**src/cau_pkg.sv**
```systemverilog
package cau_pkg;

	localparam int DW = 32;
	localparam int PW = 2 * DW;
	localparam int SW = 2 * DW + 1;
	localparam int WW = 2 * DW + 2;

	typedef enum logic [1:0] {
		OP_ADD = 2'd0,
		OP_SUB = 2'd1,
		OP_MUL = 2'd2,
		OP_DIV = 2'd3
	} op_t;

	typedef enum logic [1:0] {
		ST_OK   = 2'd0,
		ST_SAT  = 2'd1,
		ST_DIVZ = 2'd2,
		ST_RSVD = 2'd3
	} status_t;

	typedef struct packed {
		logic [1:0]         opcode;
		logic signed [DW-1:0] a_re;
		logic signed [DW-1:0] a_im;
		logic signed [DW-1:0] b_re;
		logic signed [DW-1:0] b_im;
	} cmd_t;

	typedef struct packed {
		logic signed [DW-1:0] res_re;
		logic signed [DW-1:0] res_im;
		logic [1:0]           status;
	} result_t;

	// front end output: one signed value per part plus |b|^2
	typedef struct packed {
		logic                 valid;
		logic [1:0]           opcode;
		logic signed [SW-1:0] x_re;
		logic signed [SW-1:0] x_im;
		logic [PW-1:0]        den;
	} front_t;

	typedef struct packed {
		logic [PW-1:0] rem;
		logic [DW-1:0] quo;
		logic [DW-1:0] low;
		logic          neg;
		logic          big;
	} lane_t;

	typedef struct packed {
		logic          valid;
		logic          is_div;
		logic          zero;
		logic [PW-1:0] den;
		result_t       res;
		lane_t         re;
		lane_t         im;
	} chain_t;

	typedef struct packed {
		logic [DW-1:0] val;
		logic          sat;
	} sat_t;

	function automatic sat_t sat_fn(input logic signed [WW-1:0] x);
		sat_t r;
		r.val = x[DW-1:0];
		r.sat = 1'b0;
		if (!((&x[WW-1:DW-1]) || !(|x[WW-1:DW-1]))) begin
			r.sat = 1'b1;
			r.val = x[WW-1] ? {1'b1, {(DW-1){1'b0}}} : {1'b0, {(DW-1){1'b1}}};
		end
		return r;
	endfunction

endpackage

```
**src/cau_div_step.sv**
```systemverilog
module cau_div_step (
	input  logic            clk,
	input  logic            arst_n,
	input  cau_pkg::chain_t d,
	output cau_pkg::chain_t q
);

	logic                   valid_q;
	logic                   is_div_q;
	logic                   zero_q;
	logic [cau_pkg::PW-1:0] den_q;
	cau_pkg::result_t       res_q;
	cau_pkg::lane_t         re_q, im_q;

	function automatic cau_pkg::lane_t step(input cau_pkg::lane_t l,
			input logic [cau_pkg::PW-1:0] den);
		cau_pkg::lane_t r;
		logic [cau_pkg::PW:0] t;
		logic                 ge;
		r  = l;
		t  = {l.rem, l.low[cau_pkg::DW-1]};
		ge = t >= {1'b0, den};
		r.rem = ge ? cau_pkg::PW'(t - {1'b0, den}) : t[cau_pkg::PW-1:0];
		r.quo = {l.quo[cau_pkg::DW-2:0], ge};
		r.low = {l.low[cau_pkg::DW-2:0], 1'b0};
		return r;
	endfunction

	always_ff @(posedge clk or negedge arst_n) begin
		if (!arst_n) begin
			valid_q <= 1'b0;
		end else begin
			valid_q <= d.valid;
		end
	end

	// one restoring quotient bit per lane
	always_ff @(posedge clk) begin
		is_div_q <= d.is_div;
		zero_q   <= d.zero;
		den_q    <= d.den;
		res_q    <= d.res;
		re_q     <= step(d.re, d.den);
		im_q     <= step(d.im, d.den);
	end

	assign q = '{valid: valid_q, is_div: is_div_q, zero: zero_q, den: den_q, res: res_q,
		re: re_q, im: im_q};

endmodule

```
**config.mk**
```make
export PLATFORM = sky130hd
export DESIGN_NAME = cau_div_step
export DESIGN_NICKNAME = d
export VERILOG_FILES = /design/src/cau_pkg.sv /design/src/cau_div_step.sv
export SDC_FILE = /design/constraint.sdc
export NUM_CORES = 1
export LEC_CHECK = 0
export CAP_MARGIN = 20
export CORE_AREA = 2 2 303 305
export DETAILED_ROUTE_END_ITERATION = 8
export DIE_AREA = 0 0 305 307
export DONT_BUFFER_PORTS = 1
export HOLD_SLACK_MARGIN = 0.08
export SLEW_MARGIN = 25
export SYNTH_ARGS = -nofsm -noshare
export SYNTH_HDL_FRONTEND = slang
export SYNTH_SLANG_ARGS = --single-unit
```
**constraint.sdc**
```tcl
create_clock -name clk -period 0.9 [get_ports clk]
set_input_delay 0.135 -clock clk [delete_from_list [all_inputs] [get_ports clk]]
set_output_delay 0.135 -clock clk [all_outputs]
set_load 0.05 [all_outputs]
```
# Word-level counts from Yosys, hierarchy flattened
# Index checks and enable logic that the tools add are counted.
[word_totals]
register_bits = 391
elab_cells = 23
out_inout_bits = 393
[classes]
order_cmp = 2
n_addsub = 2
mux = 2
[ops]
columns = ["operator", "count"]
rows = [
  ["65-bit by 64-bit >= comparator with 1-bit output", 2],
  ["64-bit 2-to-1 mux", 2],
  ["64-bit subtractor", 2],
]

# Logic depth before layout (Yosys ltp)
# Gate-level depths: netlist of run 1.
[depth]
depth_word = 2
depth_mapped = 16

# Worst setup path after synthesis of run 1
# Ideal clock, no wire load.
[synth_timing]
path_type = "in2reg"
startpoint = "input port d[327] in the netlist's numbering"
endpoint = "register im_q, in the netlist q[106]"
setup_slack_ns = -2.118
setup_time_ns = 0.070
arrival_time_ns = 2.949
cell_stages = 14
cell_sequence = "inv_1 -> ha_1 -> nor2b_1 -> o31ai_4 -> a211oi_1 -> o21a_1 -> o41a_1 -> a41oi_2 -> o31ai_2 -> a311oi_4 -> inv_2 -> buf_2 -> buf_2 -> a21oi_1"
[synth_via]
elab_chain_cells = 2
elab_cells_between_ends = 3
classes_between = "add/sub (1); order compare (1); mux (1)"
[synth_rtl]
columns = ["element", "line", "source"]
rows = [
  ["from (decl)", "cau_div_step.sv:4", "input cau_pkg::chain_t d,"],
  ["64-bit subtractor or 65-bit by 64-bit >= comparator with 1-bit output (tied branches)", "cau_div_step.sv:23, cau_div_step.sv:22", ""],
  ["64-bit 2-to-1 mux *", "cau_div_step.sv:23", "r.rem = ge ? cau_pkg::PW'(t - {1'b0, den}) : t[cau_pkg::PW-1:0];"],
  ["to (signal assigned)", "cau_div_step.sv:44", "im_q <= step(d.im, d.den);"],
  ["to (decl)", "cau_div_step.sv:13", "cau_pkg::lane_t re_q, im_q;"],
]
# Every way passes the cells marked *; elsewhere a longest branch is shown, timed or not.

# Final worst setup path of run 1
[layout_timing]
startpoint = "input port d[330] in the netlist's numbering"
endpoint = "register im_q, in the netlist q[89]"
# Same word-level chain as after synthesis.

==> results.py, run 1 <==
metrics = {
    "pwr": {
        "p_sw_mw": 26.9,
        "powerDensity_nw_per_um2": 1830,
        "ir_worst_vdd_mv": 1.53,
        "p_int_mw": 48.7,
        "power_mw": 75.6,
        "combPwrFrac_pct": 41.3,
        "clock_power_share_pct": 30.5,
        "pwr-share-seq_pct": 28.2,
        "cellLeakagePower_nw": 17.9,
        "switching_share_pct": 35.6,
    },
    "global_routing": {
        "grt_first_pass_wirelength_um": 164000,
        "grt-ovfl-total": 0,
        "grt_max_degree": 29,
        "grt_pass1_vias": 21700,
        "antenna_found_initial": 13,
        "grt_usage_pct": 24.6,
    },
    "placement": {
        "io_buffer_count": 0,
        "gp_congestion": 0.913,
        "place_hpwl_um": 92300,
    },
    "floorplanning": {
        "die-height_um": 307,
        "core-area_um2": 90700,
        "ioPinCount": 788,
        "rows": 111,
        "die_w_um": 305,
        "die-area_um2": 93600,
        "initial_utilization_pct": 18.8,
    },
    "yosys": {
        "yosysUniqueCellTypes": 76,
        "synth-async-reset-ratio_pct": 0.256,
        "ys_seq_area_share_pct": 45.8,
        "yosysWarnings": 0,
        "yosysMostFrequentCell": "dfxtp_1",
        "synth_top_area_share_pct": 45.7,
        "synthFlopType": "dfxtp_1",
        "yosysTopAreaCell": "dfxtp_1",
        "syn_area_um2": 17100,
        "ys_top_cells_by_count": "dfxtp_1, a21oi_1, nor2_1",
        "synth_cells": 1876,
        "synth_edf_count": 0,
        "post_synth.cell_area_avg_um2": 9.11,
        "ys_ff_latch": 391,
        "yosys-top-cells-area": "dfxtp_1, ha_1, a21oi_1",
    },
    "clocking": {
        "cts_buffer_depth": 3,
        "cts_root_buf": "clkbuf_16",
        "cts.sinks": 391,
        "cts.clk_slew.worst_paths_ns": 0.06,
        "cts_tree": "built",
        "cts_buffers": 50,
        "htree_levels": 2,
    },
    "run": {
        "max_cap_violations": 0,
    },
    "worst_setup_path": {
        "arrival_ns": 3.08,
        "worstSetupPathType": "input port to flop",
        "worstPathRequired_ns": 1.43,
        "cp-start-kind": "input port",
        "cp-end-kind": "flop",
        "crit_fanout": 12,
    },
    "finish": {
        "finalNetCount": 3963,
        "layout-drive-gt1-share_pct": 54.3,
        "final_util_pct": 45.6,
        "syn_to_final_growth_pct": 142,
        "num-fill-cells": 8124,
    },
    "routing": {
        "postRouteAntennaNets": 0,
        "dr.pass1.iters": 5,
        "dr_total_vias": 20700,
        "drt_iter0_markers": 1023,
        "avgRoutedWirePerCell_um": 26.0,
        "viasPerCell": 4.44,
        "drcViolationCount": 0,
        "totalWireLength_um": 121000,
    },
    "sta": {
        "finalSetupViolations": 521,
        "setup-tns-final_ns": -340.91,
        "max_slew.worst_pin.slew_ns": 0.556,
        "min_period_ns": 2.56,
        "hold_viol_final": 74,
        "max_freq_mhz": 391,
        "post-route-period-util_pct": 284,
        "setup_ws_ns": -1.66,
        "rsz0062_at_grt": "yes",
        "holdWs_ns": -0.499,
        "slew-limit-headroom_pct": 62.5,
        "maxSlewViolCount": 0,
    },
    "outcome": {
        "status": "finished, violations left",
        "violations": "negative hold slack, negative setup slack",
    },
    "hold_path": {
        "hold_depth": 0,
        "hold_path.class": "input port to flop",
    },
}
stage by stage:
stage	instances	setup slack, ns	area (um2)
finish	4671	-1.66	41300
global route	4667	-1.73	41300
CTS	4580	-1.64	39800
detailed placement	3948	-2.76	30100
global placement	3947	-3.05	30100
floorplan	1877	-1.89	18200
path summary, 6_finish.rpt:
| check | from | end | slack [ns] |
|---|---|---|---|
| worst max-delay path | d[330] | q[89] | -1.66 |
| worst min-delay path | d[338] | den_q[12] | -0.50 |
| max in group asynchronous | arst_n | valid_q | 0.51 |
| min in group asynchronous | arst_n | valid_q | 0.27 |
layout by cell type, fill, tap and decap left out, drive strengths merged, types with 10 or more instances in the layout:
master,count
a211oi,21
a21o,68
a21oi,232
a31oi,19
and2,15
and3,19
buf,1017
bufinv,10
clkbuf,64
clkinv,14
clkinvlp,16
dfxtp,390
dlygate4sd3,551
ha,128
inv,91
mux2,14
nand2,136
nand2b,14
nand3,30
nand4,32
nor2,190
nor2b,12
nor3,12
o21a,18
o21ai,96
o21bai,34
o31ai,20
xnor2,63
xor2,50
power by group through the flow:
stage	registers [mW]	logic [mW]	clock network, mW
6_report	21.3	31.2	23.0
5_1_grt	21.4	32.6	24.2
3_5_place_dp	21.2	26.3	0
4_1_cts	21.3	30.2	23.5
2_1_floorplan	26.7	6.78	0
3_3_place_gp	21.2	26.2	0
final cells by class:
| class | instances | area [um2] | area share [%] |
|---|---|---|---|
| diodes | 8 | 20.0 | 0.0484 |
| clock buffers | 60 | 1390 | 3.36 |
| clock inverters | 31 | 475 | 1.15 |
| inverters | 100 | 480 | 1.16 |
| multi-input cells | 1323 | 10800 | 26.2 |
| flip-flops and latches | 391 | 8440 | 20.4 |
| well taps | 1186 | 1480 | 3.59 |
| repair buffers | 1572 | 18200 | 44.0 |
sequential cells by signal, summed over array words and instances, names as in the netlist:
register	flops
den_q	64
is_div_q	1
q	324
valid_q	1
zero_q	1
critical path, stage by stage:
cell and delay, ns:
clkinvlp_4 0.08, ha_4 0.25, buf_6 0.10, o211ai_1 0.16
buf_4 0.20, a211oi_4 0.06, o21a_2 0.26, o41a_1 0.33
buf_6 0.14, a41oi_2 0.14, buf_6 0.15, o31ai_4 0.07
a311oi_4 0.38, buf_6 0.19, inv_16 0.08, buf_16 0.17
nor2_2 0.11, a21oi_2 0.04
what timing repair did:
item | CTS | global route
hold buffers | 499 | 52
resized for setup | 852 | 168
hold endpoints to repair | 390 | 115
pin swaps | 56 | 65
endpoints found under the setup margin | 521 | 521
gates cloned | 15 | 5
setup buffers | 29 | 34
cell families after synthesis:
| kind of cell | synth area share [%] |
|---|---|
| AOI/OAI and AO/OA | 20.5 |
| and+or+nand+nor | 13.5 |
| DFF | 45.8 |
| buffers and inverters | 3.79 |
| adders and majority gates | 9.61 |
| xor gates and xnor gates | 5.79 |
| muxes | 0.923 |
| other | 0.0220 |
metal layers:
metal | vias up | global-route usage, % | part of all wire [%]
met1 | 10000 | 25.0 | 36
met3 | 225 | 7.14 | 6.6
li1 | 9750 | - | -
met5 | - | 0 | 0.031
met4 | 6 | 12.0 | 5.7
met2 | 761 | 45.8 | 52
No activity file was read; power rests on OpenSTA's default activity.
==> inputs of run 2 (changes only) <==
--- a/config.mk
+++ b/config.mk
@@ -6,11 +6,14 @@
 export NUM_CORES = 1
 export LEC_CHECK = 0
 export CAP_MARGIN = 20
-export CORE_AREA = 2 2 303 305
+export CELL_PAD_IN_SITES_DETAIL_PLACEMENT = 2
+export CELL_PAD_IN_SITES_GLOBAL_PLACEMENT = 2
+export CORE_AREA = 2 2 306 308
 export DETAILED_ROUTE_END_ITERATION = 8
-export DIE_AREA = 0 0 305 307
+export DIE_AREA = 0 0 308 310
 export DONT_BUFFER_PORTS = 1
 export HOLD_SLACK_MARGIN = 0.08
+export PLACE_DENSITY_LB_ADDON = 0.1
 export SLEW_MARGIN = 25
 export SYNTH_ARGS = -nofsm -noshare
 export SYNTH_HDL_FRONTEND = slang
==> results.py, run 2 (synthesis results as in run 1) <==
metrics = {
    "outcome": {
        "status": "finished, violations left",
        "violations": "negative hold slack, negative setup slack",
    },
    "floorplanning": {
        "die-height_um": 310,
        "core-area_um2": 92500,
        "rows": 112,
        "die_w_um": 308,
        "initial_utilization_pct": 18.5,
        "ioPinCount": 788,
        "die-area_um2": 95500,
    },
    "worst_setup_path": {
        "worstSetupPathType": "input port to flop",
        "max_stage_delay_ns": 0.43,
        "crit_fanout": 6,
        "crit_family": "compound AO/OA/AOI/OAI gates",
        "cp-end-kind": "flop",
        "crit_slowest_cell": "o41a_1",
        "cp.depth": 15,
        "path_cells": "clkinvlp_4 -> ha_4 -> a21oi_4 -> o211a_1 -> o31ai_4 -> o21a_1 -> o41a_1 -> a41oi_2 -> buf_6 -> o31ai_4 -> a311oi_4 -> bufinv_8 -> buf_6 -> buf_12 -> o21a_1",
        "cp-start-kind": "input port",
        "startpoint": "d[334]",
        "worstPathRequired_ns": 1.41,
        "arrival_ns": 3.26,
        "worst-path-buf-inv": 5,
    },
    "sta": {
        "slew-limit-headroom_pct": 57.7,
        "rsz0062_at_grt": "yes",
        "setup-tns-final_ns": -368.62,
        "max_freq_mhz": 364,
        "setup_ws_ns": -1.85,
        "post-route-period-util_pct": 305,
        "hold_viol_final": 64,
        "maxSlewViolCount": 0,
        "finalSetupViolations": 521,
        "min_period_ns": 2.75,
        "max_slew.worst_pin.slew_ns": 0.628,
        "holdWs_ns": -0.511,
    },
    "clocking": {
        "cts.sinks": 391,
        "cts_root_buf": "clkbuf_16",
        "cts.clk_slew.worst_paths_ns": 0.08,
        "cts_tree": "built",
        "cts_buffers": 48,
        "cts_buffer_depth": 3,
        "htree_levels": 2,
    },
    "run": {
        "max_cap_violations": 0,
    },
    "routing": {
        "avgRoutedWirePerCell_um": 29.0,
        "totalWireLength_um": 138000,
        "dr_total_vias": 21400,
        "drcViolationCount": 0,
        "viasPerCell": 4.52,
        "drt_iter0_markers": 667,
        "dr.pass1.iters": 5,
        "postRouteAntennaNets": 0,
    },
    "pwr": {
        "ir_worst_vdd_mv": 1.38,
        "powerDensity_nw_per_um2": 1840,
        "cellLeakagePower_nw": 17.9,
    },
    "global_routing": {
        "grt-ovfl-total": 0,
        "grt_max_degree": 22,
        "grt_pass1_vias": 24400,
        "grt_usage_pct": 26.1,
        "antenna_found_initial": 9,
        "grt_first_pass_wirelength_um": 179000,
    },
    "finish": {
        "num-fill-cells": 9220,
        "largest_register_ffs": 324,
        "syn_to_final_growth_pct": 143,
        "layout-drive-gt1-share_pct": 54.4,
        "final_cell_mix": "dlygate4sd3_1, buf_4, dfxtp_2",
        "final_common_cell": "dlygate4sd3_1",
        "finalNetCount": 4021,
        "final_area_um2": 41500,
    },
    "placement": {
        "io_buffer_count": 0,
        "post_dp_cell_area_um2": 29200,
        "dp_slack_ns": -2.65,
        "gp_congestion": 0.861,
        "place_hpwl_um": 86800,
    },
    "hold_path": {
        "hold_path.class": "input port to flop",
        "hold_depth": 0,
        "hold_start": "d[338]",
    },
}
==> run 2: layout make-up <==
type / instances / area [um2] / area share [%]
repair inverters: 1 / 16.3 / 0.0392
diodes: 12 / 30.0 / 0.0723
flip-flops and latches: 391 / 8430 / 20.3
well taps: 1197 / 1500 / 3.61
clock inverters: 26 / 415 / 1.00
inverters: 100 / 440 / 1.06
clock buffers: 64 / 1350 / 3.25
multi-input cells: 1323 / 11100 / 26.6
repair buffers: 1631 / 18300 / 44.0
==> run 2: per-layer routing <==
layer / share of wire (%) / up-vias / global-route usage (%)
met2: 53 / 679 / 49.5
li1: - / 9843 / -
met3: 5.6 / 276 / 6.67
met4: 5.9 / 8 / 12.7
met1: 35 / 10600 / 26.2
met5: 0.14 / - / 1.06
==> run 2: final timing paths <==
check                             to
setup / recovery              q[102]
hold / removal             den_q[12]
max in group asynchronous    valid_q
min in group asynchronous    valid_q
==> run 2: timing repair <==
item | in CTS | in global routing
setup endpoints to repair | 521 | 521
pin swaps | 54 | 45
cloned | 9 | 8
gates resized for setup | 1050 | 208
hold endpoints to repair | 390 | 103
setup buffers | 55 | 28
hold buffers | 534 | 47
==> run 2: per-stage QoR <==
stage / total power, mW / std cells / util (%)
floorplan: 33.4 / 1877 / -
global placement: 47.1 / 3982 / 31.6
detailed placement: 47.4 / 3982 / 31.6
CTS: 74.4 / 4665 / 43.4
global route: 79.1 / 4744 / 44.9
finish: 76.5 / 4745 / 44.9
==> run 2: report_power, final <==
group / switching, mW / internal (mW) / leakage, nW
Combinational: 16.8 / 15.5 / 13.8
Clock: 9.62 / 13.0 / 0.860
Sequential: 1.96 / 19.6 / 3.31
Total: 28.4 / 48.1 / 17.9
